--- src/hdl/svic_pkg.sv ---
// shared types, codes and constants for the sprite vm instruction core
// no dependencies; imported by every module of the core but svic_ram
package svic_pkg;

    localparam int MEM_BYTES     = 4096;
    localparam int STACK_DEPTH   = 16;
    localparam int SCREEN_WIDTH  = 64;
    localparam int SCREEN_HEIGHT = 32;
    localparam int REG_COUNT     = 16;
    localparam logic [11:0] START_ADDRESS_DEFAULT = 12'h200;

    localparam int MEM_AW = $clog2(MEM_BYTES);
    localparam int STK_AW = $clog2(STACK_DEPTH);
    localparam int ROW_AW = $clog2(SCREEN_HEIGHT);
    localparam int REG_AW = $clog2(REG_COUNT);

    // item actions
    localparam logic [1:0] ACT_LOAD = 2'd0;
    localparam logic [1:0] ACT_STEP = 2'd1;
    localparam logic [1:0] ACT_ROW  = 2'd2;
    localparam logic [1:0] ACT_READ = 2'd3;

    // result status codes
    localparam logic [1:0] ST_DONE        = 2'd0;
    localparam logic [1:0] ST_HALTED      = 2'd1;
    localparam logic [1:0] ST_UNSUPPORTED = 2'd2;

    // register map
    localparam logic [1:0] ADDR_RUN_ENABLE = 2'd0;

    // opcode classes and sub-codes used by controller and datapath
    localparam logic [3:0] OPC_ALU  = 4'h8;
    localparam logic [3:0] OPC_DRAW = 4'hD;
    localparam logic [3:0] OPC_MISC = 4'hF;
    localparam logic [7:0] NN_BCD   = 8'h33;
    localparam logic [7:0] NN_STORE = 8'h55;
    localparam logic [7:0] NN_LOAD  = 8'h65;

    typedef struct packed {
        logic [1:0]  action;
        logic [11:0] address;
        logic [7:0]  data;
        logic [15:0] keys;
    } svic_item_t;

    typedef struct packed {
        logic [1:0]  status;
        logic [11:0] program_counter;
        logic [15:0] index_value;
        logic [7:0]  delay_value;
        logic [7:0]  sound_value;
        logic [7:0]  read_byte;
        logic [63:0] display_row;
    } svic_result_t;

    // datapath micro-operations
    typedef enum logic [4:0] {
        UOP_NONE,
        UOP_CLEAR,
        UOP_LATCH,
        UOP_MEM_LOAD,
        UOP_MEM_READ,
        UOP_CAP_BYTE,
        UOP_FETCH_HI,
        UOP_FETCH_LO,
        UOP_CAP_LO,
        UOP_RD_VY,
        UOP_CAP_VY,
        UOP_EXEC,
        UOP_WR_VF,
        UOP_RET,
        UOP_COMMIT,
        UOP_BCD,
        UOP_ST_RD,
        UOP_ST_WR,
        UOP_LD_RD,
        UOP_LD_WR,
        UOP_DRAW_RD,
        UOP_DRAW_WR,
        UOP_RESULT
    } svic_uop_t;

    typedef struct packed {
        svic_uop_t          uop;
        logic [REG_AW-1:0]  k;
        logic [MEM_AW-1:0]  clr_addr;
        logic [1:0]         status;
    } svic_cmd_t;

    typedef struct packed {
        logic [1:0] action;
        logic [3:0] opc;
        logic [3:0] x;
        logic [3:0] n;
        logic [7:0] nn;
        logic       unsupported;
        logic       ret;
        logic       flag_op;
    } svic_stat_t;

endpackage

--- src/hdl/svic_ctrl.sv ---
// controller state machine: clearing pass, item dispatch, instruction sequencing
// depends on svic_pkg
module svic_ctrl
    import svic_pkg::*;
(
    input  logic       clk,
    input  logic       rst_n,
    input  logic       run_enable,
    input  logic       in_valid,
    output logic       in_stall,
    output logic       out_valid,
    input  logic       out_stall,
    input  svic_stat_t stat,
    output svic_cmd_t  cmd
);

    typedef enum logic [4:0] {
        S_CLEAR,
        S_IDLE,
        S_DISPATCH,
        S_CAP_BYTE,
        S_FETCH_LO,
        S_CAP_LO,
        S_RD_VY,
        S_CAP_VY,
        S_EXEC,
        S_RET,
        S_WR_VF,
        S_BCD,
        S_ST_RD,
        S_ST_WR,
        S_LD_RD,
        S_LD_WR,
        S_DRAW_RD,
        S_DRAW_WR,
        S_COMMIT,
        S_FINISH
    } state_t;

    state_t            state_reg;
    logic [MEM_AW-1:0] clr_reg;
    logic [REG_AW-1:0] k_reg;
    logic [1:0]        status_reg;
    logic              out_valid_reg;
    logic              accept, slot_free;

    assign accept    = in_valid && !in_stall;
    assign in_stall  = (state_reg != S_IDLE);
    assign slot_free = !out_valid_reg || !out_stall;
    assign out_valid = out_valid_reg;

    always_comb
    begin
        cmd.k        = k_reg;
        cmd.clr_addr = clr_reg;
        cmd.status   = status_reg;
        unique case (state_reg)
            S_CLEAR:    cmd.uop = UOP_CLEAR;
            S_IDLE:     cmd.uop = accept ? UOP_LATCH : UOP_NONE;
            S_DISPATCH:
            begin
                unique case (stat.action)
                    ACT_LOAD: cmd.uop = UOP_MEM_LOAD;
                    ACT_READ: cmd.uop = UOP_MEM_READ;
                    ACT_STEP: cmd.uop = run_enable ? UOP_FETCH_HI : UOP_NONE;
                    default:  cmd.uop = UOP_NONE;
                endcase
            end
            S_CAP_BYTE: cmd.uop = UOP_CAP_BYTE;
            S_FETCH_LO: cmd.uop = UOP_FETCH_LO;
            S_CAP_LO:   cmd.uop = UOP_CAP_LO;
            S_RD_VY:    cmd.uop = UOP_RD_VY;
            S_CAP_VY:   cmd.uop = UOP_CAP_VY;
            S_EXEC:     cmd.uop = UOP_EXEC;
            S_RET:      cmd.uop = UOP_RET;
            S_WR_VF:    cmd.uop = UOP_WR_VF;
            S_BCD:      cmd.uop = UOP_BCD;
            S_ST_RD:    cmd.uop = UOP_ST_RD;
            S_ST_WR:    cmd.uop = UOP_ST_WR;
            S_LD_RD:    cmd.uop = UOP_LD_RD;
            S_LD_WR:    cmd.uop = UOP_LD_WR;
            S_DRAW_RD:  cmd.uop = UOP_DRAW_RD;
            S_DRAW_WR:  cmd.uop = UOP_DRAW_WR;
            S_COMMIT:   cmd.uop = UOP_COMMIT;
            S_FINISH:   cmd.uop = slot_free ? UOP_RESULT : UOP_NONE;
            default:    cmd.uop = UOP_NONE;
        endcase
    end

    always_ff @(posedge clk or negedge rst_n)
    begin
        if (!rst_n)
        begin
            state_reg     <= S_CLEAR;
            clr_reg       <= '0;
            k_reg         <= '0;
            status_reg    <= ST_DONE;
            out_valid_reg <= 1'b0;
        end
        else
        begin
            // a new result goes out when the slot frees, else a taken one drops
            if ((state_reg == S_FINISH) && slot_free)
            begin
                out_valid_reg <= 1'b1;
            end
            else if (out_valid_reg && !out_stall)
            begin
                out_valid_reg <= 1'b0;
            end
            unique case (state_reg)
                S_CLEAR:
                begin
                    clr_reg <= clr_reg + MEM_AW'(1);
                    if (clr_reg == MEM_AW'(MEM_BYTES - 1))
                    begin
                        state_reg <= S_IDLE;
                    end
                end
                S_IDLE:
                begin
                    status_reg <= ST_DONE;
                    if (accept)
                    begin
                        state_reg <= S_DISPATCH;
                    end
                end
                S_DISPATCH:
                begin
                    unique case (stat.action)
                        ACT_READ: state_reg <= S_CAP_BYTE;
                        ACT_STEP:
                        begin
                            if (run_enable)
                            begin
                                state_reg <= S_FETCH_LO;
                            end
                            else
                            begin
                                status_reg <= ST_HALTED;
                                state_reg  <= S_FINISH;
                            end
                        end
                        default: state_reg <= S_FINISH;
                    endcase
                end
                S_CAP_BYTE: state_reg <= S_FINISH;
                S_FETCH_LO: state_reg <= S_CAP_LO;
                S_CAP_LO:   state_reg <= S_RD_VY;
                S_RD_VY:    state_reg <= S_CAP_VY;
                S_CAP_VY:
                begin
                    if (stat.unsupported)
                    begin
                        status_reg <= ST_UNSUPPORTED;
                        state_reg  <= S_FINISH;
                    end
                    else
                    begin
                        state_reg <= S_EXEC;
                    end
                end
                S_EXEC:
                begin
                    k_reg <= '0;
                    if (stat.ret)
                    begin
                        state_reg <= S_RET;
                    end
                    else if ((stat.opc == OPC_ALU) && stat.flag_op)
                    begin
                        state_reg <= S_WR_VF;
                    end
                    else if (stat.opc == OPC_DRAW)
                    begin
                        state_reg <= (stat.n == 4'd0) ? S_WR_VF : S_DRAW_RD;
                    end
                    else if ((stat.opc == OPC_MISC) && (stat.nn == NN_BCD))
                    begin
                        state_reg <= S_BCD;
                    end
                    else if ((stat.opc == OPC_MISC) && (stat.nn == NN_STORE))
                    begin
                        state_reg <= S_ST_RD;
                    end
                    else if ((stat.opc == OPC_MISC) && (stat.nn == NN_LOAD))
                    begin
                        state_reg <= S_LD_RD;
                    end
                    else
                    begin
                        state_reg <= S_COMMIT;
                    end
                end
                S_RET:   state_reg <= S_COMMIT;
                S_WR_VF: state_reg <= S_COMMIT;
                S_BCD:
                begin
                    k_reg <= k_reg + REG_AW'(1);
                    if (k_reg == REG_AW'(2))
                    begin
                        state_reg <= S_COMMIT;
                    end
                end
                S_ST_RD: state_reg <= S_ST_WR;
                S_ST_WR:
                begin
                    k_reg     <= k_reg + REG_AW'(1);
                    state_reg <= (k_reg == stat.x) ? S_COMMIT : S_ST_RD;
                end
                S_LD_RD: state_reg <= S_LD_WR;
                S_LD_WR:
                begin
                    k_reg     <= k_reg + REG_AW'(1);
                    state_reg <= (k_reg == stat.x) ? S_COMMIT : S_LD_RD;
                end
                S_DRAW_RD: state_reg <= S_DRAW_WR;
                S_DRAW_WR:
                begin
                    k_reg     <= k_reg + REG_AW'(1);
                    state_reg <= (k_reg == stat.n - 4'd1) ? S_WR_VF : S_DRAW_RD;
                end
                S_COMMIT: state_reg <= S_FINISH;
                S_FINISH:
                begin
                    if (slot_free)
                    begin
                        state_reg <= S_IDLE;
                    end
                end
                default: state_reg <= S_IDLE;
            endcase
        end
    end

    a_accept_leaves_idle: assert property (@(posedge clk) disable iff (!rst_n)
        accept |=> (state_reg == S_DISPATCH))
        else $error("accepted request did not start dispatch");

    a_no_accept_in_clear: assert property (@(posedge clk) disable iff (!rst_n)
        (state_reg == S_CLEAR) |-> in_stall)
        else $error("request taken during clearing pass");

    a_finish_waits: assert property (@(posedge clk) disable iff (!rst_n)
        ((state_reg == S_FINISH) && out_valid_reg && out_stall) |=>
        ((state_reg == S_FINISH) && out_valid_reg))
        else $error("result overwrote an untaken result");

    a_bcd_bound: assert property (@(posedge clk) disable iff (!rst_n)
        (state_reg == S_BCD) |-> (k_reg <= REG_AW'(2)))
        else $error("bcd digit index out of range");

endmodule

--- config.mk ---
export PLATFORM = sky130hd
export DESIGN_NAME = svic_ctrl
export DESIGN_NICKNAME = d
export VERILOG_FILES = /design/src/hdl/svic_pkg.sv /design/src/hdl/svic_ctrl.sv
export SDC_FILE = /design/constraint.sdc
export NUM_CORES = 1
export LEC_CHECK = 0
export ABC_AREA = 1
export BUFFER_PORTS_ARGS = -buffer_cell sky130_fd_sc_hd__buf_4
export CAP_MARGIN = 10
export CORE_ASPECT_RATIO = 0.75
export CORE_UTILIZATION = 48
export DETAILED_ROUTE_END_ITERATION = 12
export PLACE_DENSITY = 0.82
export SLEW_MARGIN = 20
export SYNTH_ARGS = -nofsm -noshare
export SYNTH_HDL_FRONTEND = slang
export SYNTH_SLANG_ARGS = --single-unit
--- constraint.sdc ---
create_clock -name clk -period 1.5 [get_ports clk]
set_input_delay 0.3 -clock clk [delete_from_list [all_inputs] [get_ports clk]]
set_output_delay 0.3 -clock clk [all_outputs]
set_load 0.05 [all_outputs]
# Yosys cells after proc, flatten, opt, wreduce, memory -nomap -nowiden

Cells that the tools add are included.

Equality and inequality tests: 39
$add $sub $neg: 3
Reductions and logical operators: 22
Multiplexer cells: 30

Operator list:

| cell                    | number |
|---|---|
| $pmux W5 S20            | 1 |
| $pmux W5 S18            | 1 |
| $mux W5                 | 17 |
| $eq A5 B4 Y1 const B    | 8 |
| $eq A5 B3 Y1 const B    | 4 |
| $eq A5 B5 Y1 const B    | 4 |
| $eq A8 B7 Y1 const B    | 2 |
| $ne A2 B2 Y1 const B    | 7 |
| $add A12 B1 Y12 const B | 1 |
| $eq A12 B12 Y1 const B  | 1 |
| $eq A4 B4 Y1 const B    | 3 |
| $eq A5 B2 Y1 const B    | 2 |
| $pmux W5 S2             | 1 |
| $pmux W3 S3             | 1 |
| $eq A4 B4 Y1            | 2 |
| $eq A8 B6 Y1 const B    | 1 |
| $mux W2                 | 4 |
| $pmux W4 S2             | 1 |
| $reduce_and A4 Y1       | 2 |
| $logic_and A1 B1 Y1     | 7 |
| $pmux W2 S3             | 1 |
| $eq A5 B1 Y1 const B    | 1 |
| $logic_not A5 Y1        | 1 |
| $ne A5 B1 Y1 const B    | 1 |
| other kinds (15)        | 20 |

Output and inout bits: 25
Input port bits: 30
Logic and storage cells: 99
Bits in registers: 24

# Depth between registers and ports, before layout

Gate-level depths: netlist of run 1.

Depth in word-level cells: 9
Mapped depth: 13
Mapped depth without buffers: 13

# Worst setup path before layout of run 1

OpenSTA, ideal clock, no wires.

Kind: register to output
Start: reg state_reg[4]
End: out cmd[18] in the netlist's numbering
Path slack: -1050 ps
Stages on the path, launching flop included: 7
Data required time: 1200 ps
Arrival: 2250 ps
Buffers on the path: 1
Cell sequence: dfrtp_1 -> buf_4 -> inv_4 -> nand3_1 -> nor2_1 -> inv_1 -> o311ai_1

RTL lines:

| element                | RTL line         | text |
|---|---|---|
| start, declared        | svic_ctrl.sv:40  | `state_t state_reg;` |
| start signal, assigned | svic_ctrl.sv:176 | `state_reg <= (stat.n == 4'd0) ? S_WR_VF : S_DRAW_RD;` |
| end, declared          | svic_ctrl.sv:14  | `output svic_cmd_t cmd` |

==> flow_summary_export.csv, run 1 <==
group,metric,value,unit
routing,wl_per_cell,20.1,um
min_path,min_to,"out_valid$_DFFE_PN0P_",
logic_synthesis,ys_types,34,
pwr,ir_drop,1.51,mV
finish,largest_register_ff_count,12,
global_route,grt.total_usage,34.1,%
floorplanning,die_x,77.2,um
sta,fin_skew,22.6,ps
worst_setup_path,worst-setup-path-type,"reg -> out",
floorplanning,dieArea,0.00450,mm^2
min_path,whs_path_depth,3,
global_route,grt_antenna_before_repair,0,
sta,finalSetupViolations,29,
routing,num_vias,3009,
floorplanning,die_h,58.4,um
clock_network,clk_path_buf_depth,2,
placed_design,place_ws,-388,ps
placed_design,dp_cells,472,
worst_setup_path,reg2reg_depth,12,
min_path,worstHoldPathType,"in -> reg",
floorplanning,start_util,50.2,%
floorplanning,core_area,0.00405,mm^2
logic_synthesis,ys.flop_type,"dfrtp_1",
worst_setup_path,cp.arrival,1940,ps
worst_setup_path,r2r_start,"state_reg[2]$_DFFE_PN0P_",
job,max_cap_violations,0,
sta,fmax,447,MHz
clock_network,clock_sinks,24,
worst_setup_path,start_kind,"register",
sta,fin_tns_setup,-9390,ps
floorplanning,rows,20,
global_route,grt_pass1_wl,11800,um
outcome,violations,"setup timing",
placed_design,hpwl,5390,um
logic_synthesis,synth_seq_cells,24,
routing,topRoutingLayerUsed,"met4",
outcome,status,"complete, but fails checks",
finish,fill_cells,180,
global_route,grt_pass1_vias,2552,
logic_synthesis,ys_async_sr_fraction,100,%
routing,met3_wirelength,1010,um
placed_design,placed_cell_area,0.00311,mm^2
sta,finalMaxSlewViolations,0,
routing,routed_wirelength,9900,um
routing,drt-initial-drc-count,391,
routing,via_per_inst,6.10,
finish,n_antenna_cell,0,
routing,postRouteAntennaNets,0,
logic_synthesis,synth_edf_count,0,
clock_network,htree_levels,1,
finish,fin_util,89.1,%
finish,final_cell_mix,"buf_4 (105), nand2_1 (70), inv_1 (39)",
routing,drt_first_pass_iters,5,
worst_setup_path,r2r_end,"state_reg[1]$_DFFE_PN0P_",
logic_synthesis,ys_seq_area_share,29.5,%
logic_synthesis,syn-num-nets,342,
placed_design,io_buffers,54,
placed_design,place_congestion,0.945,
sta,final.setup.worst_slack,-739,ps
clock_network,cts_buffers,3,
worst_setup_path,required,1200,ps
sta,period_minus_slack,2240,ps
logic_synthesis,synth_area_per_cell,6.60,um^2
floorplanning,num_io_pins,55,
worst_setup_path,cp-end-kind,"output pin",
finish,layout_commonest_cell,"buf_4",
global_route,overflow,0,
routing,drc,0,
worst_setup_path,regToRegSetupSlack,-470,ps
clock_network,cts_root_buffer,"clkbuf_8",
finish,layout-drive-gt1-share,51.1,%
logic_synthesis,syn-cell-area,0.00203,mm^2
sta,max_slew_margin,67.3,%
finish,area_delta_synth_final,77.6,%
clock_network,worstSkewPairLatency,290,ps
worst_setup_path,worstPathMaxFanout,7,
clock_network,cts_tree,"built",
pwr,power_density,1850,mW/mm^2
sta,worstMarginPinSlew,485,ps
logic_synthesis,ys_warn_count,0,
routing,wl_met1,3600,um
finish,nets,473,
sta,rsz0062_at_grt,"true",
finish,layoutNonFillerInstCount,493,
sta,hold_viol,0,
clock_network,path_clk_slew,120,ps
min_path,worstHoldStart,"out_stall",
routing,met2RoutedLength,4410,um
finish,final_cell_area,0.00361,mm^2
logic_synthesis,synthCells,308,
sta,min_period_over_period,149,%
pwr,p_leak,0.00186,uW
global_route,grt_max_degree,25,
==> layer usage <==
layer | track usage, % | up-vias
li1 | - | 1247
met3 | 6.05 | 115
met5 | 0 | -
met1 | 41.5 | 1390
met2 | 59.7 | 257
met4 | 16.2 | 0
==> worst max-delay path by stage <==
stage | slack (ps) | end | start | cells after the start
CTS | -570 | cmd[18] | state_reg[0]$_DFFE_PN0P_ | 9
finish | -740 | cmd[18] | state_reg[1]$_DFFE_PN0P_ | 9
global route | -750 | cmd[18] | state_reg[1]$_DFFE_PN0P_ | 9
global placement | -270 | cmd[22] | state_reg[0]$_DFFE_PN0P_ | 7
floorplan | -260 | cmd[19] | state_reg[0]$_DFFE_PN0P_ | 6
detailed placement | -390 | cmd[18] | state_reg[1]$_DFFE_PN0P_ | 9
==> synth_stat cells, types with 3 or more instances <==
library cell  instances  area, um^2
o21ai_0               4        20.0
nor3_1                6        30.0
a21oi_1               5        25.0
o21ai_1               4        20.0
nand2_1              80         300
inv_1                45         169
nand3_1              32         160
nor2_4                4        45.0
ha_1                  4        50.1
dfrtp_1              24         601
nor2_1               36         135
o22ai_1               3        18.8
nand4_1              10        62.6
xnor2_1               9        78.8
o2111ai_1             3        26.3
xor2_1                8        70.1
inv_2                 6        22.5
==> power breakdown <==
part / switching [uW] / total [uW] / internal, uW / leakage [uW]
Combinational: 2940 / 4910 / 1970 / 0.00152
Clock: 262 / 620 / 358 / 0.0000357
Sequential: 296 / 1150 / 854 / 0.000299
==> what timing repair did <==
action	in CTS	in global routing
pin swaps	6	17
hold endpoints to repair	24	0
setup buffers	6	11
setup endpoints to repair	23	24
cloned	0	0
hold buffers	1	0
gates resized for setup	31	52
==> logic make-up (layout without fill, tap and decap cells) <==
family | count (synthesis) | after routing | share of synthesized area [%]
AOI/OAI and AO/OA | 22 | 22 | 6.65
xor gates and xnor gates | 17 | 17 | 7.32
adders and majority gates | 4 | 4 | 2.46
buffers and inverters | 55 | 185 | 10.6
DFF | 24 | 24 | 29.5
and+or+nand+nor | 186 | 186 | 43.4
==> layout make-up <==
cell class / count / area, um^2 / share of cell area (%)
Clock buffer: 3 / 41.3 / 1.14
Clock inverter: 1 / 30.0 / 0.832
Inverter: 52 / 220 / 6.10
Multi-Input combinational cell: 229 / 1560 / 43.3
Sequential cell: 24 / 618 / 17.1
Tap cell: 55 / 68.8 / 1.91
Timing Repair Buffer: 129 / 1070 / 29.6
==> critical path, stage by stage, from the launching register on <==
cell      delay (ps)
dfrtp_2          550
buf_6            160
nor2_4            40
nand3_2           80
inv_2             50
nor3_4           230
inv_2             70
nor2_4           150
o311ai_4         130
buf_6            170
==> metrics by stage <==
step	hold slack [ps]	power, uW
2_1_floorplan	4.41	3550
3_3_place_gp	218	4890
3_5_place_dp	222	5010
4_1_cts	250	5920
5_1_grt	260	6920
6_report	250	6680
No activity file was read; power rests on OpenSTA's default activity.
==> run 2, diff against run 1 <==
--- a/config.mk
+++ b/config.mk
@@ -9,9 +9,10 @@
 export BUFFER_PORTS_ARGS = -buffer_cell sky130_fd_sc_hd__buf_4
 export CAP_MARGIN = 10
 export CORE_ASPECT_RATIO = 0.75
-export CORE_UTILIZATION = 48
+export CORE_UTILIZATION = 55
 export DETAILED_ROUTE_END_ITERATION = 12
-export PLACE_DENSITY = 0.82
+export GPL_TIMING_DRIVEN = 0
+export PLACE_DENSITY = 0.88
 export SLEW_MARGIN = 20
 export SYNTH_ARGS = -nofsm -noshare
 export SYNTH_HDL_FRONTEND = slang
==> constraint.sdc (replaced) <==
create_clock -name clk -period 2.8 [get_ports clk]
set_input_delay 0.56 -clock clk [delete_from_list [all_inputs] [get_ports clk]]
set_output_delay 0.56 -clock clk [all_outputs]
set_load 0.05 [all_outputs]
==> run 2 against run 1 <==
Compared with the run above:
- the run now ends clean
- utilization decreased by 13 points
- sequential cell count is the same
- critical path depth shrank 3
- via count decreased by 27%
- global-route usage shrank 5.3 points
- sequential power decreased by 50%
- die area down 12%
- worst setup slack better by 940 ps
- clock power down 50%
- non-clock buffer count decreased by 72
- cell count decreased by 16%
- clock skew shrank 17 ps
- highest routed layer unchanged
==> flow_summary_export.csv, run 2 (same netlist as run 1, synthesis figures left out) <==
group,metric,value,unit
outcome,status,"completed",
worst_setup_path,slowest_stage,"dfrtp_1",
global_route,grt_max_degree,25,
routing,drt-initial-drc-count,149,
clock_network,htree_levels,1,
placed_design,hpwl,4370,um
worst_setup_path,crit_buf_inv,3,
worst_setup_path,cp.arrival,2030,ps
clock_network,cts_hold_buf,0,
sta,fin_tns_setup,0,ps
global_route,grt.total_usage,28.8,%
pwr,p_leak,0.00141,uW
worst_setup_path,r2r_start,"clr_reg[0]$_DFFE_PN0P_",
worst_setup_path,crit_path_cell_trace,"nor2_4 -> inv_2 -> nor2_1 -> inv_1 -> o311ai_2 -> buf_4",
sta,finalSetupViolations,0,
worst_setup_path,cp-end-kind,"output pin",
pwr,power_density,971,mW/mm^2
sta,finalMaxSlewViolations,0,
clock_network,cts_buffers,3,
sta,hold_viol,0,
global_route,grt_pass1_wl,8630,um
clock_network,post_cts_buffers,0,
finish,layout_commonest_cell,"nand2_1",
clock_network,clk_path_buf_depth,2,
finish,largest_register_ff_count,12,
global_route,grt_pass1_vias,1885,
routing,postRouteAntennaNets,0,
floorplanning,num_io_pins,55,
worst_setup_path,worstPathMaxFanout,6,
finish,area_delta_synth_final,26.9,%
routing,drc,0,
sta,fmax,386,MHz
global_route,overflow,0,
clock_network,worstSkewPairLatency,270,ps
floorplanning,core_area,0.00340,mm^2
worst_setup_path,r2r_end,"state_reg[0]$_DFFE_PN0P_",
finish,layoutNonFillerInstCount,416,
worst_setup_path,reg2reg_depth,9,
placed_design,io_buffers,54,
clock_network,cts_tree,"built",
clock_network,path_clk_slew,90,ps
job,max_cap_violations,0,
routing,drt_first_pass_iters,4,
worst_setup_path,critPathMaxStageDelay,490,ps
sta,min_period_over_period,92.6,%
sta,fin_skew,5.41,ps
min_path,worstHoldPathType,"in -> async",
finish,nets,401,
routing,routed_wirelength,5330,um
global_route,grt_antenna_before_repair,0,
sta,worstMarginPinSlew,356,ps
floorplanning,die_x,72.2,um
worst_setup_path,regToRegSetupSlack,1070,ps
pwr,ir_drop,1.04,mV
routing,num_vias,2185,
floorplanning,rows,18,
placed_design,dp_cells,412,
finish,layout-drive-gt1-share,23.0,%
worst_setup_path,start_kind,"register",
sta,period_minus_slack,2590,ps
sta,max_slew_margin,76.2,%
placed_design,place_congestion,0.960,
routing,wl_per_cell,12.8,um
clock_network,clock_sinks,24,
sta,rsz0062_at_grt,"false",
floorplanning,start_util,59.8,%
clock_network,ctsResizeCount,0,
floorplanning,dieArea,0.00395,mm^2
clock_network,cts_root_buffer,"clkbuf_8",
worst_setup_path,worst-setup-path-type,"reg -> out",
worst_setup_path,cp_top_family,"buffers and inverters",
finish,final_cell_mix,"nand2_1 (80), buf_4 (56), inv_1 (45)",
worst_setup_path,required,2240,ps
routing,via_per_inst,5.25,
finish,n_antenna_cell,0,
floorplanning,die_h,54.7,um
[run 2: stage by stage]
step                hold slack, ps  utilization (%)  area, um^2  power (uW)  setup slack, ps
detailed placement             474             73.8        2510        2180              548
floorplan                      264                -        2040        1730              358
global placement               468             73.8        2510        2160              510
finish                         168             75.9        2580        2510              206
global route                   194             75.9        2580        2660              121
CTS                            180             75.9        2580        2490              242
[run 2: worst max-delay path by stage]
stage	start	to	slack [ps]	cells past startpoint
2_1_floorplan	state_reg[4]$_DFFE_PN0P_	cmd[19]	360	6
3_3_place_gp	state_reg[2]$_DFFE_PN0P_	cmd[18]	510	6
3_5_place_dp	state_reg[2]$_DFFE_PN0P_	cmd[18]	550	6
4_1_cts	state_reg[2]$_DFFE_PN0P_	cmd[18]	240	6
5_1_grt	state_reg[4]$_DFFE_PN0P_	cmd[18]	120	7
6_report	state_reg[2]$_DFFE_PN0P_	cmd[18]	210	6
[run 2: power breakdown]
group	switching, uW	internal, uW	leakage, uW	total, uW
registers	137	441	0.000318	578
clock network	118	191	0.0000357	310
logic	1110	510	0.00106	1620
[run 2: layer usage]
| metal | wire length [um] | share of wire [%] | up-vias | global-route usage, % |
|---|---|---|---|---|
| met5 | 0 | 0 | - | 0 |
| met4 | 36 | 0.68 | 0 | 4.25 |
| met3 | 406 | 7.6 | 7 | 6.08 |
| met2 | 2280 | 43 | 96 | 45.6 |
| met1 | 2610 | 49 | 982 | 41.2 |
| li1 | - | - | 1100 | - |
[run 2: final cells by class]
cell class	count	area [um^2]
repair buffers	54	405
flip-flops and latches	24	601
fillers	288	821
multi-input cells	229	1220
clock inverters	1	30.0
inverters	52	198
plain buffers	3	18.8
clock buffers	3	41.3
well taps	50	62.6
